`src/hw/rtl/ajb_pkg.sv`:
```
package ajb_pkg;

    localparam int RING_DEPTH_DEF = 16;
    localparam int MAX_PACKET     = 2047;
    localparam int MAX_RESULTS    = 16;
    localparam int PERCENT_BASE   = 100;
    localparam int QUEUE_DEPTH    = 2;

    localparam int CMD_W      = 2;
    localparam int LEN_W      = 11;
    localparam int REQ_W      = 12;
    localparam int SLOT_W     = 4;
    localparam int DEPTH_W    = 16;
    localparam int PCT_W      = 8;
    localparam int DROP_W     = 5;
    localparam int TSLOT_W    = 5;
    localparam int STATUS_W   = 3;
    localparam int MODE_W     = 2;
    localparam int CFG_ADDR_W = 3;
    localparam int CFG_DATA_W = 16;
    localparam int SEG_CNT_W  = $clog2(MAX_RESULTS + 1);

    // divide by the percent base through a scaled reciprocal
    localparam int PROD_W      = DEPTH_W + PCT_W;
    localparam int RECIP_SHIFT = 32;
    localparam int RECIP_W     = 26;
    localparam logic [63:0] RECIP_FULL =
        ((64'd1 << RECIP_SHIFT) + 64'(PERCENT_BASE) - 64'd1) / 64'(PERCENT_BASE);
    localparam logic [RECIP_W-1:0] PCT_RECIP = RECIP_W'(RECIP_FULL);
    localparam int QUOT_FULL_W = PROD_W + RECIP_W;
    localparam int QUOT_W      = QUOT_FULL_W - RECIP_SHIFT;
    localparam int GROWN_W     = QUOT_W + 1;

    localparam logic [DEPTH_W-1:0] MIN_DEPTH_RST = DEPTH_W'(160);
    localparam logic [DEPTH_W-1:0] MAX_DEPTH_RST = DEPTH_W'(1600);
    localparam logic [PCT_W-1:0]   UPSCALE_RST   = PCT_W'(20);
    localparam logic [DROP_W-1:0]  DROP_RST      = DROP_W'(1);
    localparam logic [TSLOT_W-1:0] TSLOT_RST     = TSLOT_W'(0);

    typedef enum logic [CFG_ADDR_W-1:0] {
        CFG_MIN_DEPTH  = 3'd0,
        CFG_MAX_DEPTH  = 3'd1,
        CFG_UPSCALE    = 3'd2,
        CFG_DROP_COUNT = 3'd3,
        CFG_TIME_SLOT  = 3'd4
    } cfg_index_t;

    typedef enum logic [CMD_W-1:0] {
        CMD_PUT   = 2'd0,
        CMD_READ  = 2'd1,
        CMD_START = 2'd2,
        CMD_STOP  = 2'd3
    } command_t;

    typedef enum logic [2:0] {
        OP_PUT,
        OP_PUT_EMPTY,
        OP_READ,
        OP_READ_EMPTY,
        OP_START,
        OP_STOP
    } op_kind_t;

    typedef enum logic [MODE_W-1:0] {
        MODE_INACTIVE  = 2'd0,
        MODE_FIRST_BUF = 2'd1,
        MODE_BUFFERING = 2'd2,
        MODE_SENDING   = 2'd3
    } mode_t;

    typedef enum logic [STATUS_W-1:0] {
        ST_STORED      = 3'd0,
        ST_STORED_DROP = 3'd1,
        ST_IGNORED     = 3'd2,
        ST_NOT_SENDING = 3'd3,
        ST_UNDERRUN    = 3'd4,
        ST_SEGMENT     = 3'd5,
        ST_STARTED     = 3'd6,
        ST_STOPPED     = 3'd7
    } status_t;

    typedef enum logic [3:0] {
        BK_IDLE,
        BK_EXEC,
        BK_DROP_RD,
        BK_DROP_UPD,
        BK_STORE,
        BK_SEG_RD,
        BK_SEG_EMIT,
        BK_UND_MUL,
        BK_UND_DIV,
        BK_UND_APPLY
    } bk_state_t;

    typedef struct packed {
        op_kind_t          kind;
        logic [LEN_W-1:0]  plen;
        logic [REQ_W-1:0]  req;
    } op_t;

    typedef struct packed {
        logic [DEPTH_W-1:0] min_depth;
        logic [DEPTH_W-1:0] max_depth;
        logic [PCT_W-1:0]   upscale_percent;
        logic [DROP_W-1:0]  drop_count;
        logic [TSLOT_W-1:0] time_slot;
    } cfg_t;

    typedef struct packed {
        status_t            status;
        logic [SLOT_W-1:0]  slot_index;
        logic [LEN_W-1:0]   source_offset;
        logic [REQ_W-1:0]   dest_offset;
        logic [LEN_W-1:0]   segment_length;
        logic [TSLOT_W-1:0] out_slot;
        mode_t              buffer_state;
        logic               last;
    } res_t;

endpackage

```
`src/hw/rtl/ajb_front.sv`:
```
module ajb_front (
    input  logic                        aclk,
    input  logic                        aresetn,
    input  logic                        s_valid,
    output logic                        s_ready,
    input  logic [ajb_pkg::CMD_W-1:0]   s_command,
    input  logic [ajb_pkg::LEN_W-1:0]   s_packet_length,
    input  logic [ajb_pkg::REQ_W-1:0]   s_block_size,
    output logic                        q_valid,
    input  logic                        q_pop,
    output ajb_pkg::op_t                q_op
);
    import ajb_pkg::*;

    localparam int QPTR_W = (QUEUE_DEPTH > 1) ? $clog2(QUEUE_DEPTH) : 1;
    localparam int QCNT_W = $clog2(QUEUE_DEPTH + 1);
    localparam logic [QPTR_W-1:0] QPTR_LAST = QPTR_W'(QUEUE_DEPTH - 1);
    localparam logic [QCNT_W-1:0] QCNT_FULL = QCNT_W'(QUEUE_DEPTH);

    op_t               queue_reg [QUEUE_DEPTH];
    logic [QPTR_W-1:0] wr_ptr_reg, wr_ptr_next;
    logic [QPTR_W-1:0] rd_ptr_reg, rd_ptr_next;
    logic [QCNT_W-1:0] count_reg, count_next;
    op_t               op_in;
    logic              push;
    logic              pop;

    // classify the incoming transaction
    always_comb begin
        op_in.plen = (32'(s_packet_length) > MAX_PACKET) ? LEN_W'(MAX_PACKET)
                                                          : s_packet_length;
        op_in.req  = s_block_size;
        unique case (command_t'(s_command))
            CMD_PUT:   op_in.kind = (s_packet_length == '0) ? OP_PUT_EMPTY : OP_PUT;
            CMD_READ:  op_in.kind = (s_block_size == '0) ? OP_READ_EMPTY : OP_READ;
            CMD_START: op_in.kind = OP_START;
            CMD_STOP:  op_in.kind = OP_STOP;
        endcase
    end

    assign s_ready = (count_reg != QCNT_FULL);
    assign q_valid = (count_reg != '0);
    assign q_op    = queue_reg[rd_ptr_reg];
    assign push    = s_valid && s_ready;
    assign pop     = q_pop && q_valid;

    always_comb begin
        wr_ptr_next = wr_ptr_reg;
        rd_ptr_next = rd_ptr_reg;
        count_next  = count_reg;
        if (push) begin
            wr_ptr_next = (wr_ptr_reg == QPTR_LAST) ? '0 : wr_ptr_reg + 1'b1;
        end
        if (pop) begin
            rd_ptr_next = (rd_ptr_reg == QPTR_LAST) ? '0 : rd_ptr_reg + 1'b1;
        end
        if (push && !pop) begin
            count_next = count_reg + 1'b1;
        end else if (pop && !push) begin
            count_next = count_reg - 1'b1;
        end
    end

    always_ff @(posedge aclk) begin
        if (!aresetn) begin
            wr_ptr_reg <= '0;
            rd_ptr_reg <= '0;
            count_reg  <= '0;
        end else begin
            wr_ptr_reg <= wr_ptr_next;
            rd_ptr_reg <= rd_ptr_next;
            count_reg  <= count_next;
        end
    end

    always_ff @(posedge aclk) begin
        if (push) begin
            queue_reg[wr_ptr_reg] <= op_in;
        end
    end

endmodule

```
`src/hw/rtl/ajb_back.sv`:
```
module ajb_back #(
    parameter int RING_DEPTH = ajb_pkg::RING_DEPTH_DEF
) (
    input  logic          aclk,
    input  logic          aresetn,
    input  ajb_pkg::cfg_t cfg,
    input  logic          q_valid,
    input  ajb_pkg::op_t  q_op,
    output logic          q_pop,
    output logic          res_valid,
    output ajb_pkg::res_t res,
    input  logic          res_ready
);
    import ajb_pkg::*;

    localparam int PTR_W = $clog2(RING_DEPTH);
    localparam int CNT_W = $clog2(RING_DEPTH + 1);
    localparam logic [PTR_W-1:0] PTR_LAST = PTR_W'(RING_DEPTH - 1);
    localparam logic [CNT_W-1:0] CNT_FULL = CNT_W'(RING_DEPTH);

    bk_state_t              state_reg, state_next;
    mode_t                  mode_reg, mode_next;
    logic [DEPTH_W-1:0]     target_depth_reg, target_depth_next;
    logic [DEPTH_W-1:0]     bytes_held_reg, bytes_held_next;
    logic [PTR_W-1:0]       head_ptr_reg, head_ptr_next;
    logic [PTR_W-1:0]       tail_ptr_reg, tail_ptr_next;
    logic [CNT_W-1:0]       count_reg, count_next;
    logic [LEN_W-1:0]       head_consumed_reg, head_consumed_next;
    op_t                    op_reg, op_next;
    logic                   dropped_reg, dropped_next;
    logic [DROP_W-1:0]      drop_left_reg, drop_left_next;
    logic [REQ_W-1:0]       done_reg, done_next;
    logic [SEG_CNT_W-1:0]   seg_cnt_reg, seg_cnt_next;
    logic [PROD_W-1:0]      prod_reg, prod_next;
    logic [QUOT_FULL_W-1:0] quot_full_reg, quot_full_next;

    logic [LEN_W-1:0]       ring_mem [RING_DEPTH];
    logic [LEN_W-1:0]       rd_data_reg;
    logic                   ring_we;

    logic [PTR_W-1:0]       head_inc;
    logic [PTR_W-1:0]       tail_inc;
    logic                   ring_full;
    logic [LEN_W-1:0]       rem;
    logic [REQ_W:0]         done_plus_rem;
    logic [REQ_W:0]         done_plus_size;
    logic                   seg_fits;
    logic                   seg_more;
    logic [LEN_W-1:0]       seg_size;
    logic [DEPTH_W-1:0]     bytes_after_rem;
    logic [DEPTH_W-1:0]     bytes_after_seg;
    logic [DEPTH_W-1:0]     bytes_after_put;
    mode_t                  mode_put;
    logic [GROWN_W-1:0]     grown;
    logic [DROP_W-1:0]      drop_cap;
    logic [DROP_W-1:0]      drop_first;
    logic                   req_short;

    assign head_inc  = (head_ptr_reg == PTR_LAST) ? '0 : head_ptr_reg + 1'b1;
    assign tail_inc  = (tail_ptr_reg == PTR_LAST) ? '0 : tail_ptr_reg + 1'b1;
    assign ring_full = (count_reg == CNT_FULL);
    assign req_short = (DEPTH_W'(op_reg.req) > bytes_held_reg);

    // unread bytes of the head packet
    assign rem = (rd_data_reg > head_consumed_reg) ? rd_data_reg - head_consumed_reg : '0;

    assign done_plus_rem  = (REQ_W + 1)'(done_reg) + (REQ_W + 1)'(rem);
    assign seg_fits       = (done_plus_rem <= (REQ_W + 1)'(op_reg.req));
    assign seg_size       = seg_fits ? rem : LEN_W'(op_reg.req - done_reg);
    assign done_plus_size = (REQ_W + 1)'(done_reg) + (REQ_W + 1)'(seg_size);
    assign seg_more       = (done_plus_size < (REQ_W + 1)'(op_reg.req))
                            && (seg_fits ? (count_reg != CNT_W'(1)) : (count_reg != '0))
                            && ((32'(seg_cnt_reg) + 32'd1) < MAX_RESULTS);

    assign bytes_after_rem = (DEPTH_W'(rem) > bytes_held_reg) ? '0
                             : bytes_held_reg - DEPTH_W'(rem);
    assign bytes_after_seg = (DEPTH_W'(seg_size) > bytes_held_reg) ? '0
                             : bytes_held_reg - DEPTH_W'(seg_size);
    assign bytes_after_put = bytes_held_reg + DEPTH_W'(op_reg.plen);
    assign mode_put = (((mode_reg == MODE_FIRST_BUF) || (mode_reg == MODE_BUFFERING))
                       && (bytes_after_put >= target_depth_reg)) ? MODE_SENDING : mode_reg;

    assign grown = GROWN_W'(target_depth_reg)
                   + GROWN_W'(quot_full_reg[QUOT_FULL_W-1 -: QUOT_W]);

    assign drop_cap   = (32'(cfg.drop_count) > RING_DEPTH) ? DROP_W'(RING_DEPTH)
                                                           : cfg.drop_count;
    assign drop_first = (drop_cap == '0) ? DROP_W'(1) : drop_cap;

    // next state
    always_comb begin
        state_next = state_reg;
        unique case (state_reg)
            BK_IDLE: begin
                if (q_valid) begin
                    state_next = BK_EXEC;
                end
            end
            BK_EXEC: begin
                if (res_ready) begin
                    unique case (op_reg.kind)
                        OP_PUT: begin
                            if (mode_reg == MODE_INACTIVE) begin
                                state_next = BK_IDLE;
                            end else if (ring_full) begin
                                state_next = BK_DROP_RD;
                            end else begin
                                state_next = BK_STORE;
                            end
                        end
                        OP_READ: begin
                            if (mode_reg != MODE_SENDING) begin
                                state_next = BK_IDLE;
                            end else if (req_short) begin
                                state_next = BK_UND_MUL;
                            end else if (count_reg != '0) begin
                                state_next = BK_SEG_RD;
                            end else begin
                                state_next = BK_IDLE;
                            end
                        end
                        OP_PUT_EMPTY, OP_READ_EMPTY, OP_START, OP_STOP: begin
                            state_next = BK_IDLE;
                        end
                        default: state_next = BK_IDLE;
                    endcase
                end
            end
            BK_DROP_RD:  state_next = BK_DROP_UPD;
            BK_DROP_UPD: state_next = (drop_left_reg <= DROP_W'(1)) ? BK_STORE : BK_DROP_RD;
            BK_STORE: begin
                if (res_ready) begin
                    state_next = BK_IDLE;
                end
            end
            BK_SEG_RD:   state_next = BK_SEG_EMIT;
            BK_SEG_EMIT: begin
                if (res_ready) begin
                    state_next = seg_more ? BK_SEG_RD : BK_IDLE;
                end
            end
            BK_UND_MUL:  state_next = BK_UND_DIV;
            BK_UND_DIV:  state_next = BK_UND_APPLY;
            BK_UND_APPLY: begin
                if (res_ready) begin
                    state_next = BK_IDLE;
                end
            end
            default: state_next = BK_IDLE;
        endcase
    end

    // outputs and datapath
    always_comb begin
        mode_next          = mode_reg;
        target_depth_next  = target_depth_reg;
        bytes_held_next    = bytes_held_reg;
        head_ptr_next      = head_ptr_reg;
        tail_ptr_next      = tail_ptr_reg;
        count_next         = count_reg;
        head_consumed_next = head_consumed_reg;
        op_next            = op_reg;
        dropped_next       = dropped_reg;
        drop_left_next     = drop_left_reg;
        done_next          = done_reg;
        seg_cnt_next       = seg_cnt_reg;
        prod_next          = prod_reg;
        quot_full_next     = quot_full_reg;
        ring_we            = 1'b0;
        q_pop              = 1'b0;
        res_valid          = 1'b0;
        res                = '0;
        res.status         = ST_IGNORED;
        res.out_slot       = cfg.time_slot;
        res.buffer_state   = mode_reg;
        res.last           = 1'b1;

        unique case (state_reg)
            BK_IDLE: begin
                q_pop = q_valid;
                if (q_valid) begin
                    op_next      = q_op;
                    dropped_next = 1'b0;
                end
            end
            BK_EXEC: begin
                unique case (op_reg.kind)
                    OP_PUT: begin
                        if (mode_reg == MODE_INACTIVE) begin
                            res_valid = 1'b1;
                        end else if (ring_full && res_ready) begin
                            drop_left_next = drop_first;
                            dropped_next   = 1'b1;
                        end
                    end
                    OP_PUT_EMPTY: begin
                        res_valid = 1'b1;
                    end
                    OP_READ, OP_READ_EMPTY: begin
                        if (mode_reg != MODE_SENDING) begin
                            res_valid  = 1'b1;
                            res.status = ST_NOT_SENDING;
                        end else if ((op_reg.kind == OP_READ) && req_short) begin
                            res_valid = 1'b0;
                        end else if ((op_reg.kind == OP_READ) && (count_reg != '0)) begin
                            if (res_ready) begin
                                done_next    = '0;
                                seg_cnt_next = '0;
                            end
                        end else begin
                            // empty block or empty ring: one zero-length segment
                            res_valid         = 1'b1;
                            res.status        = ST_SEGMENT;
                            res.slot_index    = SLOT_W'(head_ptr_reg);
                            res.source_offset = head_consumed_reg;
                        end
                    end
                    OP_START: begin
                        res_valid        = 1'b1;
                        res.status       = ST_STARTED;
                        res.buffer_state = MODE_FIRST_BUF;
                        if (res_ready) begin
                            head_ptr_next      = '0;
                            tail_ptr_next      = '0;
                            count_next         = '0;
                            head_consumed_next = '0;
                            bytes_held_next    = '0;
                            target_depth_next  = cfg.min_depth;
                            mode_next          = MODE_FIRST_BUF;
                        end
                    end
                    OP_STOP: begin
                        res_valid        = 1'b1;
                        res.status       = ST_STOPPED;
                        res.buffer_state = MODE_INACTIVE;
                        if (res_ready) begin
                            head_ptr_next      = '0;
                            tail_ptr_next      = '0;
                            count_next         = '0;
                            head_consumed_next = '0;
                            bytes_held_next    = '0;
                            mode_next          = MODE_INACTIVE;
                        end
                    end
                    default: res_valid = 1'b0;
                endcase
            end
            BK_DROP_RD: begin
                res_valid = 1'b0;
            end
            BK_DROP_UPD: begin
                bytes_held_next    = bytes_after_rem;
                head_ptr_next      = head_inc;
                head_consumed_next = '0;
                count_next         = count_reg - 1'b1;
                drop_left_next     = drop_left_reg - 1'b1;
            end
            BK_STORE: begin
                res_valid        = 1'b1;
                res.status       = dropped_reg ? ST_STORED_DROP : ST_STORED;
                res.slot_index   = SLOT_W'(tail_ptr_reg);
                res.buffer_state = mode_put;
                if (res_ready) begin
                    ring_we         = 1'b1;
                    tail_ptr_next   = tail_inc;
                    count_next      = count_reg + 1'b1;
                    bytes_held_next = bytes_after_put;
                    mode_next       = mode_put;
                end
            end
            BK_SEG_RD: begin
                res_valid = 1'b0;
            end
            BK_SEG_EMIT: begin
                res_valid          = 1'b1;
                res.status         = ST_SEGMENT;
                res.slot_index     = SLOT_W'(head_ptr_reg);
                res.source_offset  = head_consumed_reg;
                res.dest_offset    = done_reg;
                res.segment_length = seg_size;
                res.last           = !seg_more;
                if (res_ready) begin
                    if (seg_fits) begin
                        head_ptr_next      = head_inc;
                        head_consumed_next = '0;
                        count_next         = count_reg - 1'b1;
                    end else begin
                        head_consumed_next = head_consumed_reg + seg_size;
                    end
                    done_next       = done_plus_size[REQ_W-1:0];
                    bytes_held_next = bytes_after_seg;
                    seg_cnt_next    = seg_cnt_reg + 1'b1;
                end
            end
            BK_UND_MUL: begin
                prod_next = PROD_W'(target_depth_reg) * PROD_W'(cfg.upscale_percent);
            end
            BK_UND_DIV: begin
                quot_full_next = QUOT_FULL_W'(prod_reg) * QUOT_FULL_W'(PCT_RECIP);
            end
            BK_UND_APPLY: begin
                res_valid        = 1'b1;
                res.status       = ST_UNDERRUN;
                res.buffer_state = MODE_BUFFERING;
                if (res_ready) begin
                    if (grown <= GROWN_W'(cfg.max_depth)) begin
                        target_depth_next = DEPTH_W'(grown);
                    end
                    mode_next = MODE_BUFFERING;
                end
            end
            default: res_valid = 1'b0;
        endcase
    end

    always_ff @(posedge aclk) begin
        if (!aresetn) begin
            state_reg         <= BK_IDLE;
            mode_reg          <= MODE_INACTIVE;
            target_depth_reg  <= '0;
            bytes_held_reg    <= '0;
            head_ptr_reg      <= '0;
            tail_ptr_reg      <= '0;
            count_reg         <= '0;
            head_consumed_reg <= '0;
            dropped_reg       <= 1'b0;
            drop_left_reg     <= '0;
            done_reg          <= '0;
            seg_cnt_reg       <= '0;
        end else begin
            state_reg         <= state_next;
            mode_reg          <= mode_next;
            target_depth_reg  <= target_depth_next;
            bytes_held_reg    <= bytes_held_next;
            head_ptr_reg      <= head_ptr_next;
            tail_ptr_reg      <= tail_ptr_next;
            count_reg         <= count_next;
            head_consumed_reg <= head_consumed_next;
            dropped_reg       <= dropped_next;
            drop_left_reg     <= drop_left_next;
            done_reg          <= done_next;
            seg_cnt_reg       <= seg_cnt_next;
        end
    end

    always_ff @(posedge aclk) begin
        op_reg        <= op_next;
        prod_reg      <= prod_next;
        quot_full_reg <= quot_full_next;
    end

    // length ring
    always_ff @(posedge aclk) begin
        if (ring_we) begin
            ring_mem[tail_ptr_reg] <= op_reg.plen;
        end
    end

    always_ff @(posedge aclk) begin
        rd_data_reg <= ring_mem[head_ptr_reg];
    end

endmodule

```
`src/hw/rtl/ajb_out.sv`:
```
module ajb_out (
    input  logic          aclk,
    input  logic          aresetn,
    input  logic          res_valid,
    input  ajb_pkg::res_t res_in,
    output logic          res_ready,
    output logic          m_valid,
    input  logic          m_ready,
    output ajb_pkg::res_t m_res
);
    import ajb_pkg::*;

    logic m_valid_reg, m_valid_next;
    res_t res_reg, res_next;

    assign res_ready = !m_valid_reg || m_ready;
    assign m_valid   = m_valid_reg;
    assign m_res     = res_reg;

    always_comb begin
        m_valid_next = m_valid_reg;
        res_next     = res_reg;
        if (res_ready) begin
            m_valid_next = res_valid;
            if (res_valid) begin
                res_next = res_in;
            end
        end
    end

    always_ff @(posedge aclk) begin
        if (!aresetn) begin
            m_valid_reg <= 1'b0;
        end else begin
            m_valid_reg <= m_valid_next;
        end
    end

    always_ff @(posedge aclk) begin
        res_reg <= res_next;
    end

endmodule

```
`src/hw/rtl/adaptive_jitter_buffer_ctrl_core.sv`:
```
// start, stop and ignored or refused commands are answered from the execute state; a put
// first retires one ring entry per dropped packet, an underrun passes a multiply and a
// divide step, and each segment of a read first waits for a ring read port access
// commands execute one at a time; later ones are accepted into the front queue while it has room
// reset: synchronous active-low aresetn clears control state and loads register defaults;
// the length ring is not cleared and holds no valid bits
module adaptive_jitter_buffer_ctrl_core #(
    parameter int RING_DEPTH = ajb_pkg::RING_DEPTH_DEF
) (
    input  logic                             aclk,
    input  logic                             aresetn,
    input  logic                             cfg_wr_en,
    input  logic [ajb_pkg::CFG_ADDR_W-1:0]   cfg_addr,
    input  logic [ajb_pkg::CFG_DATA_W-1:0]   cfg_wdata,
    input  logic                             s_valid,
    output logic                             s_ready,
    input  logic [ajb_pkg::CMD_W-1:0]        s_command,
    input  logic [ajb_pkg::LEN_W-1:0]        s_packet_length,
    input  logic [ajb_pkg::REQ_W-1:0]        s_block_size,
    output logic                             m_valid,
    input  logic                             m_ready,
    output logic [ajb_pkg::STATUS_W-1:0]     m_status,
    output logic [ajb_pkg::SLOT_W-1:0]       m_slot_index,
    output logic [ajb_pkg::LEN_W-1:0]        m_source_offset,
    output logic [ajb_pkg::REQ_W-1:0]        m_dest_offset,
    output logic [ajb_pkg::LEN_W-1:0]        m_segment_length,
    output logic [ajb_pkg::TSLOT_W-1:0]      m_out_slot,
    output logic [ajb_pkg::MODE_W-1:0]       m_buffer_state,
    output logic                             m_last
);
    import ajb_pkg::*;

    cfg_t cfg_reg, cfg_next;
    logic q_valid;
    logic q_pop;
    op_t  q_op;
    logic res_valid;
    logic res_ready;
    res_t res;
    res_t m_res;

    always_comb begin
        cfg_next = cfg_reg;
        if (cfg_wr_en) begin
            unique case (cfg_index_t'(cfg_addr))
                CFG_MIN_DEPTH:  cfg_next.min_depth       = cfg_wdata;
                CFG_MAX_DEPTH:  cfg_next.max_depth       = cfg_wdata;
                CFG_UPSCALE:    cfg_next.upscale_percent = cfg_wdata[PCT_W-1:0];
                CFG_DROP_COUNT: cfg_next.drop_count      = cfg_wdata[DROP_W-1:0];
                CFG_TIME_SLOT:  cfg_next.time_slot       = cfg_wdata[TSLOT_W-1:0];
                default:        cfg_next = cfg_reg;
            endcase
        end
    end

    always_ff @(posedge aclk) begin
        if (!aresetn) begin
            cfg_reg.min_depth       <= MIN_DEPTH_RST;
            cfg_reg.max_depth       <= MAX_DEPTH_RST;
            cfg_reg.upscale_percent <= UPSCALE_RST;
            cfg_reg.drop_count      <= DROP_RST;
            cfg_reg.time_slot       <= TSLOT_RST;
        end else begin
            cfg_reg <= cfg_next;
        end
    end

    ajb_front u_front (
        .aclk            (aclk),
        .aresetn         (aresetn),
        .s_valid         (s_valid),
        .s_ready         (s_ready),
        .s_command       (s_command),
        .s_packet_length (s_packet_length),
        .s_block_size    (s_block_size),
        .q_valid         (q_valid),
        .q_pop           (q_pop),
        .q_op            (q_op)
    );

    ajb_back #(
        .RING_DEPTH (RING_DEPTH)
    ) u_back (
        .aclk      (aclk),
        .aresetn   (aresetn),
        .cfg       (cfg_reg),
        .q_valid   (q_valid),
        .q_op      (q_op),
        .q_pop     (q_pop),
        .res_valid (res_valid),
        .res       (res),
        .res_ready (res_ready)
    );

    ajb_out u_out (
        .aclk      (aclk),
        .aresetn   (aresetn),
        .res_valid (res_valid),
        .res_in    (res),
        .res_ready (res_ready),
        .m_valid   (m_valid),
        .m_ready   (m_ready),
        .m_res     (m_res)
    );

    assign m_status         = m_res.status;
    assign m_slot_index     = m_res.slot_index;
    assign m_source_offset  = m_res.source_offset;
    assign m_dest_offset    = m_res.dest_offset;
    assign m_segment_length = m_res.segment_length;
    assign m_out_slot       = m_res.out_slot;
    assign m_buffer_state   = m_res.buffer_state;
    assign m_last           = m_res.last;

`ifndef SYNTHESIS
    assert property (@(posedge aclk) disable iff (!aresetn)
        (m_valid && (m_status != ST_SEGMENT)) |-> m_last)
        else $error("single-result transaction without last");

    assert property (@(posedge aclk) disable iff (!aresetn)
        (m_valid && (m_status == ST_SEGMENT)) |-> (m_buffer_state == MODE_SENDING))
        else $error("segment emitted outside sending");

    assert property (@(posedge aclk) disable iff (!aresetn)
        (m_valid && (m_status == ST_STARTED)) |-> (m_buffer_state == MODE_FIRST_BUF))
        else $error("start did not enter first buffering");

    assert property (@(posedge aclk) disable iff (!aresetn)
        (m_valid && (m_status != ST_SEGMENT))
            |-> ((m_segment_length == '0) && (m_dest_offset == '0)))
        else $error("non-segment result carries segment data");
`endif

endmodule

```
`config.mk`:
```
export PLATFORM = sky130hd
export DESIGN_NAME = adaptive_jitter_buffer_ctrl_core
export DESIGN_NICKNAME = d
export VERILOG_FILES = /design/src/hw/rtl/ajb_pkg.sv /design/src/hw/rtl/ajb_front.sv /design/src/hw/rtl/ajb_back.sv /design/src/hw/rtl/ajb_out.sv /design/src/hw/rtl/adaptive_jitter_buffer_ctrl_core.sv
export SDC_FILE = /design/constraint.sdc
export NUM_CORES = 2
export LEC_CHECK = 0
export BUFFER_PORTS_ARGS = -buffer_cell sky130_fd_sc_hd__buf_2
export CORE_ASPECT_RATIO = 0.8
export CORE_MARGIN = 2
export CORE_UTILIZATION = 50
export CTS_CLUSTER_SIZE = 10
export DETAILED_ROUTE_END_ITERATION = 8
export PLACE_DENSITY = 0.69
export RECOVER_POWER = 25
export SLEW_MARGIN = 40
export SYNTH_ARGS = -nofsm -noshare
export SYNTH_HDL_FRONTEND = slang
export SYNTH_HIERARCHICAL = 1
export SYNTH_SLANG_ARGS = --single-unit
```
`constraint.sdc`:
```
create_clock -name aclk -period 8.45 [get_ports aclk]
set_clock_uncertainty 0.15 [all_clocks]
set_input_delay 1.2675 -clock aclk [delete_from_list [all_inputs] [get_ports aclk]]
set_output_delay 1.2675 -clock aclk [all_outputs]
set_load 0.01 [all_outputs]
```
==> results.sh <==
export IMPL_via_per_inst=5.73
export IMPL_r2r_setup_slack_ns=0.30
export IMPL_synth_area_leader_cell="edfxtp_1"
export IMPL_hpwl_microns=81800
export IMPL_synth_edf_count=345
export IMPL_netlist_area_leader_share_pct=26.1
export IMPL_holdPathEnd="u_out/m_res[6]$_DFFE_PP_"
export IMPL_max_freq_mhz=123
export IMPL_tightestPinTransition_ns=0.966
export IMPL_fillers=6812
export IMPL_grt_pass1_vias=27400
export IMPL_cpPeakStageDelay_ns=0.50
export IMPL_finalSetupViolCount=0
export IMPL_p_clk_share_pct=26.8
export IMPL_async_flop_share_pct=0
export IMPL_grt_max_degree=56
export IMPL_hold_path_startpoint="cfg_reg[3]$_SDFFE_PN0P_"
export IMPL_synth_yosys_seq_area_share_pct=33.8
export IMPL_grt_overflow=0
export IMPL_die_h_microns=256
export IMPL_finalHoldViolCount=0
export IMPL_initialDrtViolationCount=2642
export IMPL_rr_endpoint="u_out/m_res[0]$_DFFE_PP_"
export IMPL_yosysMostFrequentCell="inv_1"
export IMPL_synth_seq_cells=497
export IMPL_drtAntennaViolNets=0
export IMPL_yosys_top_cells_area="edfxtp_1, ha_1, fa_1"
export IMPL_post_place_ws_ns=-0.211
export IMPL_pwr_share_seq_pct=39.7
export IMPL_initial_core_util_pct=50.4
export IMPL_r2r_cells=38
export IMPL_io_buffers=99
export IMPL_firstDrtPassIters=6
export IMPL_vdd_drop_max_mv=0.191
export IMPL_area_growth_pct=10.1
export IMPL_finalPower_mw=8.47
export IMPL_critPathKind="reg -> reg"
export IMPL_hold_ws_ns=0.281
export IMPL_p_sw_mw=3.07
export IMPL_hp_class="reg -> reg"
export IMPL_antenna_found_initial=11
export IMPL_cts_reportedPaths_clkPinSlew_ns=0.06
export IMPL_post_place_cells=4785
export IMPL_syn_avg_cell_area_sq_um=10.8
export IMPL_synth_warnings=6
export IMPL_cts_tree="yes"
export IMPL_synth_top_cells_by_count="inv_1, ha_1, edfxtp_1, fa_1, nand2_1"
export IMPL_rows=92
export IMPL_outcome="complete, no violations"
export IMPL_layout_nets=4643
export IMPL_vias=28000
export IMPL_syn_cell_area_sq_um=39700
export IMPL_cp_required_ns=8.69
export IMPL_whs_path_depth=0
export IMPL_cap_violations=0
export IMPL_die_w_microns=319
export IMPL_core_area_sq_um=78700
export IMPL_drive_above_1_share_pct=12.2
export IMPL_wirelength_microns=105000
export IMPL_worstPathArrival_ns=8.39
export IMPL_cts_buffer_depth=3
export IMPL_cts_hold_buf=0
export IMPL_clock_latency_ns=0.64
export IMPL_period_minus_slack_ns=8.15
export IMPL_cp_end_kind="register"
export IMPL_finalWorstSetupSlack_ns=0.305
export IMPL_dpl_cell_area_sq_um=41800
export IMPL_synth_nets=4495
export IMPL_layout_cells_non_filler=4884
export IMPL_powerDensity_nw_per_um2=194
export IMPL_synth_top_flop_cell="edfxtp_1"
export IMPL_cpMaxStageDelayCell="or4_4"
export IMPL_critical_path_startpoint_type="register"
export IMPL_place_gp_congestion=0.974
export IMPL_relSlewSlack_pct=35.6
export IMPL_wl_per_cell_microns=21.4
export IMPL_io_pin_count=100
export IMPL_cts_sinks=497
export IMPL_track_usage_pct=25.9
export IMPL_syn_instance_count=3669
export IMPL_drv_slew=0
export IMPL_die_area_sq_um=81700
export IMPL_r2r_start="u_back/head_consumed_reg[1]$_SDFFE_PN0P_"
export IMPL_numCtsBuffers=57
export IMPL_root_buffer="clkbuf_16"
export IMPL_p_int_mw=5.40
export IMPL_drcViolationCount=0
export IMPL_grt_first_pass_wirelength_microns=163000
export IMPL_htree_levels=2
export IMPL_pwr_share_comb_pct=33.5
export IMPL_stdcell_area_sq_um=43700
export IMPL_setup_tns_ns=0
export IMPL_switching_share_pct=36.3
export IMPL_yosysUniqueCellTypes=112
export IMPL_largest_reg_flops=176
export IMPL_min_period_over_period_pct=96.4
export IMPL_cp_max_fo=7
export IMPL_p_leak_nw=19.3
export IMPL_post_route_util_pct=55.5
[logic make-up after synthesis]
logic type                 after synthesis  share of synthesized area, %
muxes                                  168                          6.10
xor gates and xnor gates               126                          2.78
buffers and inverters                  688                          6.80
DFF                                    497                          33.8
and+or+nand+nor                        832                          10.3
adders and majority gates              777                          30.0
AOI/OAI and AO/OA                      581                          10.2
[routing by layer]
| metal | up-vias | global-route usage, % | wire length (microns) |
|---|---|---|---|
| met5 | - | 0 | 54 |
| met1 | 13800 | 42.4 | 51700 |
| met4 | 8 | 4.01 | 1310 |
| li1 | 13000 | - | - |
| met2 | 1061 | 34.0 | 40300 |
| met3 | 98 | 6.88 | 11400 |
[critical path, delay by kind of cell (launching register included)]
family,cells,cell delay (ns)
XOR/XNOR,2,0.29
adder cells (fa/ha/maj),5,1.46
AND/OR/NAND/NOR,11,2.03
flip-flops,1,0.32
buffers and inverters,3,0.31
multiplexers,1,0.28
AO/OA/AOI/OAI,16,3.09
[cell type report]
cell class / instances / area [sq um] / area share [%]
diodes: 1 / 2.50 / 0.00572
clock buffers: 85 / 1560 / 3.57
clock inverters: 6 / 110 / 0.252
inverters: 569 / 2140 / 4.89
multi-input cells: 2484 / 23900 / 54.7
flip-flops and latches: 497 / 13400 / 30.7
well taps: 1034 / 1290 / 2.96
repair buffers: 208 / 1310 / 2.99
[cells in the final DEF (no fill, tap or decap), types with 51 or more instances in the layout]
cell type / n
dfxtp_1: 148
xnor2_1: 78
mux2i_1: 72
nand2_1: 264
edfxtp_1: 345
and2_1: 77
fa_1: 293
clkbuf_16: 57
nor2_1: 156
buf_4: 105
mux4_2: 55
o21ai_0: 91
nor3_1: 58
clkbuf_1: 51
buf_2: 74
a21oi_1: 141
a21o_1: 60
nand3_1: 58
ha_1: 481
inv_1: 564
[repair_timing]
item | CTS | global route
setup endpoints to repair | 3 | 3
setup buffers | 1 | 6
gates resized for setup | 12 | 35
pin swaps | 3 | 26
[power groups by stage]
stage	Combinational, mW	Sequential (mW)	Clock (mW)
2_1_floorplan	1.85	3.24	0
3_3_place_gp	2.68	3.39	0
3_5_place_dp	2.72	3.40	0
4_1_cts	2.75	3.35	2.32
5_1_grt	3.11	3.39	2.41
6_report	2.84	3.36	2.27
[worst max path at each step]
stage | from | end
3_5_place_dp | u_back/head_consumed_reg[1]$_SDFFE_PN0P_ | u_out/m_res[0]$_DFFE_PP_
5_1_grt | u_back/head_consumed_reg[1]$_SDFFE_PN0P_ | u_out/m_res[0]$_DFFE_PP_
3_3_place_gp | u_back/head_consumed_reg[1]$_SDFFE_PN0P_ | u_out/m_res[0]$_DFFE_PP_
6_report | u_back/head_consumed_reg[1]$_SDFFE_PN0P_ | u_out/m_res[0]$_DFFE_PP_
4_1_cts | u_back/head_consumed_reg[1]$_SDFFE_PN0P_ | u_back/state_reg[2]$_SDFFE_PN0P_
2_1_floorplan | u_back/head_consumed_reg[1]$_SDFFE_PN0P_ | u_out/m_res[0]$_DFFE_PP_
Note: power is estimated with default switching activity, not from simulation.
